--- src/design/fsc_pkg.sv ---
package fsc_pkg;

  localparam int SEG_COUNT = 7;
  localparam int DIGIT_COUNT_DEF = 6;
  localparam int REQUEST_DEPTH_DEF = 64;
  localparam int ACTIVE_DEPTH_DEF = 16;

  localparam logic [15:0] PULSE_TIME_RST = 16'd100;
  localparam logic [4:0] MAX_ACTIVE_RST = 5'd4;

  // register index taken from the word address
  localparam logic REG_PULSE_TIME = 1'b0;
  localparam logic REG_MAX_ACTIVE = 1'b1;

  typedef enum logic [2:0] {
    OP_SET_DIGIT = 3'd0,
    OP_CLEAR_FORCED = 3'd1,
    OP_CLEAR_UNFORCED = 3'd2,
    OP_CLEAR_ALL = 3'd3,
    OP_TICK = 3'd4
  } op_t;

  typedef enum logic [2:0] {
    S_IDLE,
    S_WRITE,
    S_START_CHECK,
    S_START_EVAL,
    S_OFF_CHECK,
    S_OFF_EVAL,
    S_DONE
  } state_t;

  typedef struct packed {
    logic forced;
    logic value;
    logic [2:0] segment;
    logic [2:0] digit;
  } pending_entry_t;

  typedef struct packed {
    logic [2:0] digit;
    logic [2:0] segment;
    logic value;
    logic [31:0] deadline;
  } active_entry_t;

  typedef struct packed {
    logic [2:0] digit;
    logic [2:0] segment;
    logic polarity;
    logic energize;
  } result_t;

endpackage

--- src/design/fsc_ram.sv ---
module fsc_ram #(
  parameter int WIDTH = 8,
  parameter int DEPTH = 64,
  localparam int AW = (DEPTH > 1) ? $clog2(DEPTH) : 1
) (
  input  logic             clk,
  input  logic             we,
  input  logic [AW-1:0]    waddr,
  input  logic [WIDTH-1:0] wdata,
  input  logic [AW-1:0]    raddr,
  output logic [WIDTH-1:0] rdata
);

  logic [WIDTH-1:0] mem [DEPTH];

  always_ff @(posedge clk) begin
    if (we) begin
      mem[waddr] <= wdata;
    end
    rdata <= mem[raddr];
  end

endmodule

--- src/design/flip_segment_coil_scheduler_unit.sv ---
// Coil pulse scheduler for a flip-segment display. One item is handled at a time;
// in_ready is high only while the block is idle. Set digit and clear digit write
// one pending-queue entry per segment while the queue has room; clear all empties
// the pending queue and writes one for every segment of every digit. In a tick
// each queue step is a read of the request or active memory, in flight during a
// check state, followed by an evaluate state; a tick stalls while the output
// register is full and not taken. The queues live in two RAMs with no clearing
// pass after reset; counts and heads select the live entries. Results of a tick
// leave one beat at a time, last set on the final one.
module flip_segment_coil_scheduler_unit #(
  parameter int DIGIT_COUNT = fsc_pkg::DIGIT_COUNT_DEF,
  parameter int REQUEST_DEPTH = fsc_pkg::REQUEST_DEPTH_DEF,
  parameter int ACTIVE_DEPTH = fsc_pkg::ACTIVE_DEPTH_DEF
) (
  input  logic        clk,
  input  logic        rst,

  input  logic        in_valid,
  output logic        in_ready,
  input  logic [2:0]  operation,
  input  logic [2:0]  digit,
  input  logic [6:0]  pattern,
  input  logic [31:0] now_ms,

  output logic        out_valid,
  input  logic        out_ready,
  output logic [2:0]  drive_digit,
  output logic [2:0]  drive_segment,
  output logic        polarity,
  output logic        energize,
  output logic        last,

  input  logic        psel,
  input  logic        penable,
  input  logic        pwrite,
  input  logic [2:0]  paddr,
  input  logic [31:0] pwdata,
  output logic [31:0] prdata,
  output logic        pready
);

  localparam int PIW = $clog2(REQUEST_DEPTH);
  localparam int PCW = PIW + 1;
  localparam int AIW = (ACTIVE_DEPTH > 1) ? $clog2(ACTIVE_DEPTH) : 1;
  localparam int ACW = AIW + 1;
  localparam int SHOWN_W = DIGIT_COUNT * fsc_pkg::SEG_COUNT;
  localparam int SPW = (SHOWN_W > 1) ? $clog2(SHOWN_W) : 1;
  localparam int PEW = $bits(fsc_pkg::pending_entry_t);
  localparam int AEW = $bits(fsc_pkg::active_entry_t);

  // configuration registers
  logic [15:0] pulse_time;
  logic [4:0] max_active;

  assign pready = 1'b1;
  assign prdata = (paddr[2] == fsc_pkg::REG_MAX_ACTIVE) ? 32'(max_active) : 32'(pulse_time);

  always_ff @(posedge clk) begin
    if (rst) begin
      pulse_time <= fsc_pkg::PULSE_TIME_RST;
      max_active <= fsc_pkg::MAX_ACTIVE_RST;
    end else if (psel && penable && pwrite && pready) begin
      if (paddr[2] == fsc_pkg::REG_MAX_ACTIVE) begin
        max_active <= pwdata[4:0];
      end else begin
        pulse_time <= pwdata[15:0];
      end
    end
  end

  fsc_pkg::state_t state, state_next;
  fsc_pkg::op_t op, op_next;
  logic [2:0] wdig, wdig_next;
  logic [2:0] wseg, wseg_next;
  logic [6:0] pat, pat_next;
  logic [31:0] now, now_next;
  logic [PIW-1:0] phead, phead_next;
  logic [PCW-1:0] pcount, pcount_next;
  logic [AIW-1:0] ahead, ahead_next;
  logic [ACW-1:0] acount, acount_next;
  logic [SHOWN_W-1:0] shown, shown_next;
  logic flush, flush_next;
  fsc_pkg::result_t hold, hold_next;
  logic hold_valid, hold_valid_next;
  fsc_pkg::result_t res, res_next;
  logic res_last, res_last_next;
  logic out_valid_next;

  // memory ports
  logic pwe, awe;
  logic [PIW-1:0] pwaddr;
  logic [AIW-1:0] awaddr;
  fsc_pkg::pending_entry_t pwentry, prentry;
  fsc_pkg::active_entry_t awentry, arentry;
  logic [PEW-1:0] prdata_raw;
  logic [AEW-1:0] ardata_raw;

  // queue tails, wrapped by one conditional subtract
  logic [PIW:0] ptail_sum;
  logic [AIW:0] atail_sum;
  logic [PIW:0] ptail_wrap;
  logic [AIW:0] atail_wrap;

  assign ptail_sum = (PIW + 1)'(phead) + (PIW + 1)'(pcount);
  assign atail_sum = (AIW + 1)'(ahead) + (AIW + 1)'(acount);
  assign ptail_wrap = (ptail_sum >= (PIW + 1)'(REQUEST_DEPTH))
                      ? ptail_sum - (PIW + 1)'(REQUEST_DEPTH) : ptail_sum;
  assign atail_wrap = (atail_sum >= (AIW + 1)'(ACTIVE_DEPTH))
                      ? atail_sum - (AIW + 1)'(ACTIVE_DEPTH) : atail_sum;
  assign pwaddr = ptail_wrap[PIW-1:0];
  assign awaddr = atail_wrap[AIW-1:0];

  assign prentry = fsc_pkg::pending_entry_t'(prdata_raw);
  assign arentry = fsc_pkg::active_entry_t'(ardata_raw);

  fsc_ram #(
    .WIDTH(PEW),
    .DEPTH(REQUEST_DEPTH)
  ) u_pending_ram (
    .clk  (clk),
    .we   (pwe),
    .waddr(pwaddr),
    .wdata(PEW'(pwentry)),
    .raddr(phead),
    .rdata(prdata_raw)
  );

  fsc_ram #(
    .WIDTH(AEW),
    .DEPTH(ACTIVE_DEPTH)
  ) u_active_ram (
    .clk  (clk),
    .we   (awe),
    .waddr(awaddr),
    .wdata(AEW'(awentry)),
    .raddr(ahead),
    .rdata(ardata_raw)
  );

  assign in_ready = (state == fsc_pkg::S_IDLE);

  logic out_free;
  logic can_emit;
  logic start_ok;
  logic [5:0] pos_full;
  logic [SPW-1:0] pos;
  logic cur;
  fsc_pkg::result_t new_res;

  assign out_free = !out_valid || out_ready;
  assign can_emit = !hold_valid || out_free;
  assign pos_full = 6'(prentry.digit) * 6'(fsc_pkg::SEG_COUNT) + 6'(prentry.segment);
  assign pos = pos_full[SPW-1:0];
  assign cur = shown[pos];
  assign start_ok = (32'(acount) < 32'(max_active)) && (32'(acount) < ACTIVE_DEPTH)
                    && (pcount != '0) && !flush;

  always_comb begin
    state_next = state;
    op_next = op;
    wdig_next = wdig;
    wseg_next = wseg;
    pat_next = pat;
    now_next = now;
    phead_next = phead;
    pcount_next = pcount;
    ahead_next = ahead;
    acount_next = acount;
    shown_next = shown;
    flush_next = flush;
    hold_next = hold;
    hold_valid_next = hold_valid;
    res_next = res;
    res_last_next = res_last;
    out_valid_next = out_valid && !out_ready;
    pwe = 1'b0;
    awe = 1'b0;
    pwentry = '0;
    awentry = '0;
    new_res = '0;

    unique case (state)
      fsc_pkg::S_IDLE: begin
        if (in_valid) begin
          op_next = fsc_pkg::op_t'(operation);
          pat_next = pattern;
          now_next = now_ms;
          wdig_next = digit;
          wseg_next = '0;
          unique case (fsc_pkg::op_t'(operation))
            fsc_pkg::OP_SET_DIGIT: begin
              if (pattern != '0 && 32'(digit) < DIGIT_COUNT) begin
                state_next = fsc_pkg::S_WRITE;
              end
            end
            fsc_pkg::OP_CLEAR_FORCED, fsc_pkg::OP_CLEAR_UNFORCED: begin
              if (32'(digit) < DIGIT_COUNT) begin
                state_next = fsc_pkg::S_WRITE;
              end
            end
            fsc_pkg::OP_CLEAR_ALL: begin
              pcount_next = '0;
              phead_next = '0;
              flush_next = 1'b1;
              wdig_next = '0;
              state_next = fsc_pkg::S_WRITE;
            end
            fsc_pkg::OP_TICK: begin
              state_next = fsc_pkg::S_START_CHECK;
            end
            default: begin
            end
          endcase
        end
      end

      fsc_pkg::S_WRITE: begin
        pwentry.digit = wdig;
        pwentry.segment = wseg;
        pwentry.value = (op == fsc_pkg::OP_SET_DIGIT) ? pat[wseg] : 1'b0;
        pwentry.forced = (op == fsc_pkg::OP_CLEAR_FORCED) || (op == fsc_pkg::OP_CLEAR_ALL);
        if (pcount < PCW'(REQUEST_DEPTH)) begin
          pwe = 1'b1;
          pcount_next = pcount + 1'b1;
        end
        if (wseg == 3'(fsc_pkg::SEG_COUNT - 1)) begin
          wseg_next = '0;
          if (op == fsc_pkg::OP_CLEAR_ALL && wdig != 3'(DIGIT_COUNT - 1)) begin
            wdig_next = wdig + 1'b1;
          end else begin
            state_next = fsc_pkg::S_IDLE;
          end
        end else begin
          wseg_next = wseg + 1'b1;
        end
      end

      fsc_pkg::S_START_CHECK: begin
        // request memory read of the head entry is in flight this cycle
        state_next = start_ok ? fsc_pkg::S_START_EVAL : fsc_pkg::S_OFF_CHECK;
      end

      fsc_pkg::S_START_EVAL: begin
        new_res.digit = prentry.digit;
        new_res.segment = prentry.segment;
        new_res.polarity = prentry.value;
        new_res.energize = 1'b1;
        if (!(prentry.forced || cur != prentry.value) || can_emit) begin
          phead_next = (phead == PIW'(REQUEST_DEPTH - 1)) ? '0 : phead + 1'b1;
          pcount_next = pcount - 1'b1;
          state_next = fsc_pkg::S_START_CHECK;
          if (prentry.forced || cur != prentry.value) begin
            shown_next[pos] = prentry.value;
            awe = 1'b1;
            awentry.digit = prentry.digit;
            awentry.segment = prentry.segment;
            awentry.value = prentry.value;
            awentry.deadline = now + 32'(pulse_time);
            acount_next = acount + 1'b1;
            if (hold_valid) begin
              res_next = hold;
              res_last_next = 1'b0;
              out_valid_next = 1'b1;
            end
            hold_next = new_res;
            hold_valid_next = 1'b1;
          end
        end
      end

      fsc_pkg::S_OFF_CHECK: begin
        state_next = (acount != '0) ? fsc_pkg::S_OFF_EVAL : fsc_pkg::S_DONE;
      end

      fsc_pkg::S_OFF_EVAL: begin
        new_res.digit = arentry.digit;
        new_res.segment = arentry.segment;
        new_res.polarity = arentry.value;
        new_res.energize = 1'b0;
        if (arentry.deadline > now) begin
          state_next = fsc_pkg::S_DONE;
        end else if (can_emit) begin
          ahead_next = (ahead == AIW'(ACTIVE_DEPTH - 1)) ? '0 : ahead + 1'b1;
          acount_next = acount - 1'b1;
          if (hold_valid) begin
            res_next = hold;
            res_last_next = 1'b0;
            out_valid_next = 1'b1;
          end
          hold_next = new_res;
          hold_valid_next = 1'b1;
          state_next = fsc_pkg::S_OFF_CHECK;
        end
      end

      fsc_pkg::S_DONE: begin
        if (acount == '0) begin
          flush_next = 1'b0;
        end
        // the held beat is the final one of this tick
        if (!hold_valid) begin
          state_next = fsc_pkg::S_IDLE;
        end else if (out_free) begin
          res_next = hold;
          res_last_next = 1'b1;
          out_valid_next = 1'b1;
          hold_valid_next = 1'b0;
          state_next = fsc_pkg::S_IDLE;
        end
      end

      default: begin
        state_next = fsc_pkg::S_IDLE;
      end
    endcase
  end

  always_ff @(posedge clk) begin
    if (rst) begin
      state <= fsc_pkg::S_IDLE;
      phead <= '0;
      pcount <= '0;
      ahead <= '0;
      acount <= '0;
      shown <= '0;
      flush <= 1'b0;
      hold_valid <= 1'b0;
      out_valid <= 1'b0;
    end else begin
      state <= state_next;
      phead <= phead_next;
      pcount <= pcount_next;
      ahead <= ahead_next;
      acount <= acount_next;
      shown <= shown_next;
      flush <= flush_next;
      hold_valid <= hold_valid_next;
      out_valid <= out_valid_next;
    end
  end

  always_ff @(posedge clk) begin
    op <= op_next;
    wdig <= wdig_next;
    wseg <= wseg_next;
    pat <= pat_next;
    now <= now_next;
    hold <= hold_next;
    res <= res_next;
    res_last <= res_last_next;
  end

  assign drive_digit = res.digit;
  assign drive_segment = res.segment;
  assign polarity = res.polarity;
  assign energize = res.energize;
  assign last = res_last;

endmodule
--- config.mk ---
export PLATFORM = sky130hd
export DESIGN_NAME = flip_segment_coil_scheduler_unit
export DESIGN_NICKNAME = d
export VERILOG_FILES = /design/src/design/fsc_pkg.sv /design/src/design/fsc_ram.sv /design/src/design/flip_segment_coil_scheduler_unit.sv
export SDC_FILE = /design/constraint.sdc
export NUM_CORES = 2
export LEC_CHECK = 0
export BUFFER_PORTS_ARGS = -buffer_cell sky130_fd_sc_hd__buf_2
export CORE_AREA = 2 2 322 387
export CTS_BUF_LIST = sky130_fd_sc_hd__clkbuf_4 sky130_fd_sc_hd__clkbuf_8
export DETAILED_ROUTE_END_ITERATION = 8
export DIE_AREA = 0 0 324 389
export PLACE_DENSITY_LB_ADDON = 0.15
export SYNTH_ARGS = -nofsm -noshare
export SYNTH_HDL_FRONTEND = slang
export SYNTH_HIERARCHICAL = 1
export SYNTH_SLANG_ARGS = --single-unit
--- constraint.sdc ---
create_clock -name clk -period 11.95 [get_ports clk]
set_clock_uncertainty 0.2 [all_clocks]
set_input_delay 0.5975 -clock clk [delete_from_list [all_inputs] [get_ports clk]]
set_output_delay 0.5975 -clock clk [all_outputs]
set_load 0.005 [all_outputs]
# Word level (Yosys, flattened, before mapping)
# Memory sizes are Yosys's and may differ from the RTL's. A register that Yosys moved wholly into a read port is not among the register bits.
# Cells that the tools add are included.
[totals] output_inout_bits=44 mem_count=2 reg_bits=156 in_bits=87 romBits=0 mem_bits_rw=1136 latch_bits=0 elab_cells=238
[mem_list] memory="u_active_ram.mem" words=16 width=39 read_ports=1 rd_ports_with_merged_regs=1 write_ports=1 line="fsc_ram.sv:14" text="logic [WIDTH-1:0] mem [DEPTH];"
[mem_list] memory="u_pending_ram.mem" words=64 width=8 read_ports=1 rd_ports_with_merged_regs=1 write_ports=1 line="fsc_ram.sv:14"
[classes] n_eq_ne=35 multipliers=1 n_lt_le_gt_ge=10 mux=102 div_mod_pow=0 bitwise_logic=2 shift=0 n_reduce_logical=47 add_sub_neg=14
[op_table] cell="$mux 39" count=3
[op_table] cell="$mux 8" count=12
[op_table] cell="$mux 3" count=17
[op_table] cell="$bwmux 42" count=1
[op_table] cell="$mux 1" count=36
[op_table] cell="$add 32x16->32" count=1
[op_table] cell="$gt 32x32->1" count=1
[op_table] cell="$mux 6" count=5
[op_table] cell="$mux 7" count=4
[op_table] cell="$ne 2x2->1 const B" count=12
[op_table] cell="$pmux 8 s3" count=1
[op_table] cell="$pmux 3 s7" count=1
[op_table] cell="$pmux 7 s3" count=1
[op_table] cell="$mux 5" count=4
[op_table] cell="$mux 16" count=1
[op_table] cell="$pmux 8 s2" count=1
[op_table] cell="$eq 3x2->1 const B" count=5
[op_table] cell="$eq 3x3->1 const B" count=5
[op_table] cell="$ne 3x3->1 const B" count=5
[op_table] cell="$reduce_and 5->1" count=3
[op_table] cell="$reduce_bool 7->1" count=2
[op_table] cell="$pmux 3 s2" count=2
[op_table] cell="$pmux 3 s4" count=1
[op_table] cell="$pmux 6 s2" count=1
[op_table] cell="51 further kinds" count=86

# Longest topological paths before layout
[logic_depth] ltp_word=12 depth_mapped=16

# Modules after synthesis
# The synthesis kept the hierarchy.
[by_module_without_submodules] module="fsc_ram at u_active_ram" seq_area_each_um2=19518.7 n_inst=1 area_per_inst_um2=24185.7 cells_each=1014
[by_module_without_submodules] module="fsc_ram at u_pending_ram" seq_area_each_um2=15534.9 n_inst=1 area_per_inst_um2=20292.0 cells_each=993
[by_module_without_submodules] module="flip_segment_coil_scheduler_unit" seq_area_each_um2=3773.6 n_inst=1 area_per_inst_um2=10227.3 cells_each=1134

# Worst setup path before layout
# No wires, ideal clock.
[synth_timing] kind="register to register" start="register u_pending_ram.rdata[1] (read register of u_pending_ram.mem)" end="memory u_active_ram/mem[0][0] (netlist name) (enable)" path_stages_with_launch=16 setup_slack_ns=4.370 n_path_buf=4 setup_time_ns=0.484 required_time_ns=11.266 arrival_ns=6.896 cell_sequence="dfxtp_1 -> fa_1 -> fa_1 -> fa_1 -> buf_2 -> buf_2 -> clkbuf_1 -> a32oi_1 -> o2111ai_1 -> a32oi_1 -> a2111o_1 -> o211ai_2 -> inv_2 -> buf_2 -> or3b_2 -> nor3_1"
[synth_between] elab_chain_cells=12
[synth_rtl] element="start: declaration" line="fsc_ram.sv:11" text="output logic [WIDTH-1:0] rdata"
[synth_rtl] element="$mul 3x3->6 (*)" line="flip_segment_coil_scheduler_unit.sv:152" text="assign pos_full = 6'(prentry.digit) * 6'(fsc_pkg::SEG_COUNT) + 6'(prentry.segment);"
[synth_rtl] element="$add 6x3->6 (*)" line="flip_segment_coil_scheduler_unit.sv:152"
[synth_rtl] element="$bmux 1 s6 (*)" line="flip_segment_coil_scheduler_unit.sv:154" text="assign cur = shown[pos];"
[synth_rtl] element="$mux 1 (not written as such) (*)" line="flip_segment_coil_scheduler_unit.sv:154"
[synth_rtl] element="$ne 1x1->1 (*)" line="flip_segment_coil_scheduler_unit.sv:248, flip_segment_coil_scheduler_unit.sv:252"
[synth_rtl] element="$logic_or 1x1->1 (*)" line="flip_segment_coil_scheduler_unit.sv:248, flip_segment_coil_scheduler_unit.sv:252"
[synth_rtl] element="$logic_not 1->1" line="flip_segment_coil_scheduler_unit.sv:248" text="if (!(prentry.forced || cur != prentry.value) || can_emit) begin"
[synth_rtl] element="$logic_or 1x1->1" line="flip_segment_coil_scheduler_unit.sv:248"
[synth_rtl] element="$mux 1 (*)" line="flip_segment_coil_scheduler_unit.sv:248"
[synth_rtl] element="$mux 1 (*)" line="flip_segment_coil_scheduler_unit.sv:182" text="unique case (state)"
[synth_rtl] element="via awe" line="flip_segment_coil_scheduler_unit.sv:90" text="logic pwe, awe;"
[synth_rtl] element="$mux 1 (*)" line="fsc_ram.sv:17" text="if (we) begin"
[synth_rtl] element="$mux 1 (not written as such) (*)" line="fsc_ram.sv:18" text="mem[waddr] <= wdata;"
[synth_rtl] element="end: declaration" line="fsc_ram.sv:14"
# Mark *: on every way through the listed nets, which the timed path passes. The rest lies on a longest branch. The select of a mux whose other input is x is not followed.

# Worst setup path in the final report
[layout_timing] start="register u_pending_ram.rdata[2] (read register of u_pending_ram.mem)" end="memory u_active_ram/mem[4][34] (netlist name) (enable)"
[layout_between] elab_chain_cells=12
[layout_rtl] element="$mul 3x3->6 (*)" line="flip_segment_coil_scheduler_unit.sv:152"
[layout_rtl] element="$add 6x3->6 (*)" line="flip_segment_coil_scheduler_unit.sv:152"
[layout_rtl] element="$bmux 1 s6 (*)" line="flip_segment_coil_scheduler_unit.sv:154"
[layout_rtl] element="$mux 1 (not written as such) (*)" line="flip_segment_coil_scheduler_unit.sv:154"
[layout_rtl] element="$ne 1x1->1 (*)" line="flip_segment_coil_scheduler_unit.sv:248, flip_segment_coil_scheduler_unit.sv:252"
[layout_rtl] element="$logic_or 1x1->1 (*)" line="flip_segment_coil_scheduler_unit.sv:248, flip_segment_coil_scheduler_unit.sv:252"
[layout_rtl] element="$logic_not 1->1" line="flip_segment_coil_scheduler_unit.sv:248"
[layout_rtl] element="$logic_or 1x1->1" line="flip_segment_coil_scheduler_unit.sv:248"
[layout_rtl] element="$mux 1 (*)" line="flip_segment_coil_scheduler_unit.sv:248"
[layout_rtl] element="$mux 1 (*)" line="flip_segment_coil_scheduler_unit.sv:182"
[layout_rtl] element="$mux 1 (*)" line="fsc_ram.sv:17"
[layout_rtl] element="$mux 1 (not written as such) (*)" line="fsc_ram.sv:18"
# Every way passes the cells marked *; elsewhere a longest branch is shown, timed or not. The select of a mux whose other input is x is not followed.

==> results.yml <==
status:
  status: "finished, final reports clean"
routing:
  drc_errors: 0
  drt-total-wl_mm: 133.6
  viasPerCell: 5.668
  vias: 29670
  antenna_left: 0
  wire_per_inst_um: 25.53
  first_pass_iters: 5
  drtIter0Drc: 2070
yosys:
  synth_top_family_by_area: "multiplexers"
  synth_cell_types: 85
  synthesis.area_mm2: 0.05470
  async_flop_share_pct: 0
  synth-main-ff-cell: "edfxtp_1"
  synth_area_leader_cell: "edfxtp_1"
  seq_area_frac_synth_pct: 70.98
  synth.mux.area_fraction_pct: 13.15
  yosysWarnings: 6
  synth_top_area_share_pct: 65.93
  synth-xor-area-share_pct: 0.6862
  synth_simple_gate_area_share_pct: 5.604
  synth_compound_area_share_pct: 5.087
  synth_edf_count: 1201
  syn_inst: 3141
  synthTopCellsByArea: "edfxtp_1 66%, mux4_2 11%, dfxtp_1 5.1%"
  synthAdderAreaFrac_pct: 2.251
  ys_ff_latch: 1339
  syn_area_per_cell_um2: 17.42
floorplanning:
  start_util_pct: 44.62
  rows: 141
  io_pins: 131
  coreArea_mm2: 0.1226
  die_width_um: 324
  die-area_mm2: 0.1260
  die-height_um: 389
worst_setup_path:
  slowest_stage: "fa_1"
  worstPathBufferInverterCount: 4
  cp-start-kind: "flop"
  path_class: "flop to flop"
  slowest_delay_ns: 1.25
  worstPathArrival_ns: 7.92
  worst_setup_path_end_kind: "flop"
  crit_family: "adder cells"
  cp.required_ns: 12.24
  crit_chain: "fa_1 -> fa_1 -> fa_1 -> mux2_1 -> o22ai_1 -> a2111o_1 -> a32oi_1 -> a2111o_1 -> o211ai_4 -> buf_4 -> inv_2 -> buf_4 -> nand3b_1 -> nor3_2 -> buf_4"
  critical_path.max_fanout: 32
grt:
  antenna_found_initial: 3
  grt_pass1_wl_mm: 197.6
  met3_usage_pct: 3.846
  grt.total_usage_pct: 21.35
  grt_use_met2_pct: 38.27
  overflow: 0
  gr-usage-met1_pct: 25.53
  grt-busiest-layer: "met2"
  grt_max_degree: 66
  grt_pass1_vias: 31140
timing:
  hold_viol_final: 0
  whs_ns: 0.1082
  setup_slack_ns: 4.319
  drv_slew: 0
  finalCritPeriodShare_pct: 63.86
  finalCriticalPeriod_ns: 7.631
  finalSetupTns_ns: 0
  fmax_mhz: 131.0
  worst_slew_pin_slew_ns: 1.201
  finalSetupViolCount: 0
  rsz0062_at_grt: "no"
  slew_headroom_pct: 19.97
clock_network:
  cts.sinks: 1339
  cts_resized: 0
  cts_tree: "yes"
  clk_pin_slew_worst_paths_ns: 0.06
  insertion_delay_ns: 0.92
  holdBufCountCts: 65
  cts-root-buf: "clkbuf_8"
  post-cts-setup-buffers: 0
  cts_made_buffers: 206
  htreeDepth: 4
  clockBufferDepth: 3
layout:
  finalNetCount: 3591
  final_layout_size_suffix_gt1_share_pct: 23.41
  syn2layout_area_growth_pct: 12.90
  design_area_mm2: 0.06176
placement:
  dp_slack_ns: 4.348
  dp_hpwl_mm: 79.23
  placed_cell_area_mm2: 0.05697
  gp_congestion: 0.8480
  port_buffers: 95
pwr:
  peakVddDrop_mv: 0.1152
  p_switching_uw: 2687
  p_sw_share_pct: 26.20
  p_clk_share_pct: 36.8
  p_leak_uw: 0.02173
  power_density_mw_per_mm2: 166.0
  seqPwrFrac_pct: 51.8
  internal_power_uw: 7568
  combPwrFrac_pct: 11.4
min_path:
  holdCritPathClass: "primary input to flop"
job:
  maxCapViolations: 0
[power by group through the flow]
stage	Clock [µW]	Sequential (µW)	Combinational, µW
finish	3770	5310	1170
global placement	0	5410	1130
CTS	3870	5310	1170
global route	4070	5320	1270
detailed placement	0	5410	1150
floorplan	0	5380	789
[Yosys cell counts, types with 21 or more instances]
| library cell | n |
|---|---|
| edfxtp_1 | 1201 |
| mux4_2 | 269 |
| nand2_1 | 209 |
| nor2_1 | 165 |
| dfxtp_1 | 138 |
| a22oi_1 | 94 |
| mux2i_1 | 92 |
| a21oi_1 | 85 |
| ha_1 | 84 |
| clkbuf_1 | 75 |
| inv_1 | 70 |
| nand3_1 | 59 |
| o21ai_0 | 40 |
| buf_2 | 34 |
| nor2b_1 | 33 |
| buf_4 | 31 |
| xnor2_1 | 30 |
| nor3_1 | 28 |
| nand2b_1 | 24 |
| or3_1 | 23 |
| a21o_1 | 22 |
| o22ai_1 | 21 |
[registers in the layout, indices dropped and copies added (netlist names), 3 cells and up]
| register | cells |
|---|---|
| acount | 5 |
| ahead | 4 |
| drive_digit | 3 |
| drive_segment | 3 |
| hold | 8 |
| max_active | 5 |
| now | 32 |
| op | 3 |
| pat | 7 |
| pcount | 7 |
| phead | 6 |
| pulse_time | 16 |
| shown | 42 |
| state | 3 |
| u_active_ram/mem | 624 |
| u_active_ram/rdata | 39 |
| u_pending_ram/mem | 512 |
| u_pending_ram/rdata | 8 |
| wdig | 3 |
| wseg | 3 |
[final timing paths]
check | start | slack (ns) | endpoint | cells after the start
worst max-delay path | u_pending_ram/rdata[2] | 4.32 | u_active_ram/mem[4][34] | 15
worst min-delay path | pwrite | 0.11 | max_active[2] | 4
worst max register to register | u_pending_ram/rdata[2] | 4.32 | u_active_ram/mem[4][34] | 15
worst min register to register | hold[1] | 0.22 | polarity | 0
[logic make-up after synthesis]
family | count (synthesis)
flops | 1339
simple gates | 643
compound gates | 400
mux | 380
buf+inv | 242
fa+ha+maj | 93
xor+xnor | 42
other cells | 2
[cells in the final DEF (no fill, tap or decap), types with 84 or more instances in the layout]
cell      netlist  layout
mux2i_1        92      92
buf_2          34      95
a22oi_1        94      94
nand2_1       209     209
ha_1           84      84
a21oi_1        85      85
dfxtp_1       138     131
mux4_2        269     269
clkbuf_8        0     216
nor2_1        165     149
edfxtp_1     1201    1201
[worst min-delay path: stages]
cell and delay [ns]:
buf_2 0.10, nand4_1 0.27, mux2i_1 0.12, nand2_1 0.06
[stage by stage]
stage	total power, µW	utilization (%)	cells
final	10260	50.37	5234
after global placement	6535	46.47	4782
after global routing	10660	50.37	5234
after floorplan	6165	-	3156
after CTS	10350	50.35	5232
after detailed placement	6560	46.47	4782
[cell type report]
cell class	instances	area, µm²
Tap cell	1644	2057
Timing Repair Buffer	218	1562
Antenna cell	2	5.005
Multi-Input combinational cell	1575	14910
Clock buffer	288	3513
Clock inverter	97	601.8
Inverter	71	266.5
Sequential cell	1339	38850
Fill cell	10150	60850
[routing by layer]
| layer | routed length (µm) | up-vias |
|---|---|---|
| li1 | - | 13110 |
| met1 | 51520 | 15410 |
| met2 | 71190 | 879 |
| met3 | 6615 | 261 |
| met4 | 4307 | 0 |
| met5 | 0 | - |
(Power assumes the default switching activity.)
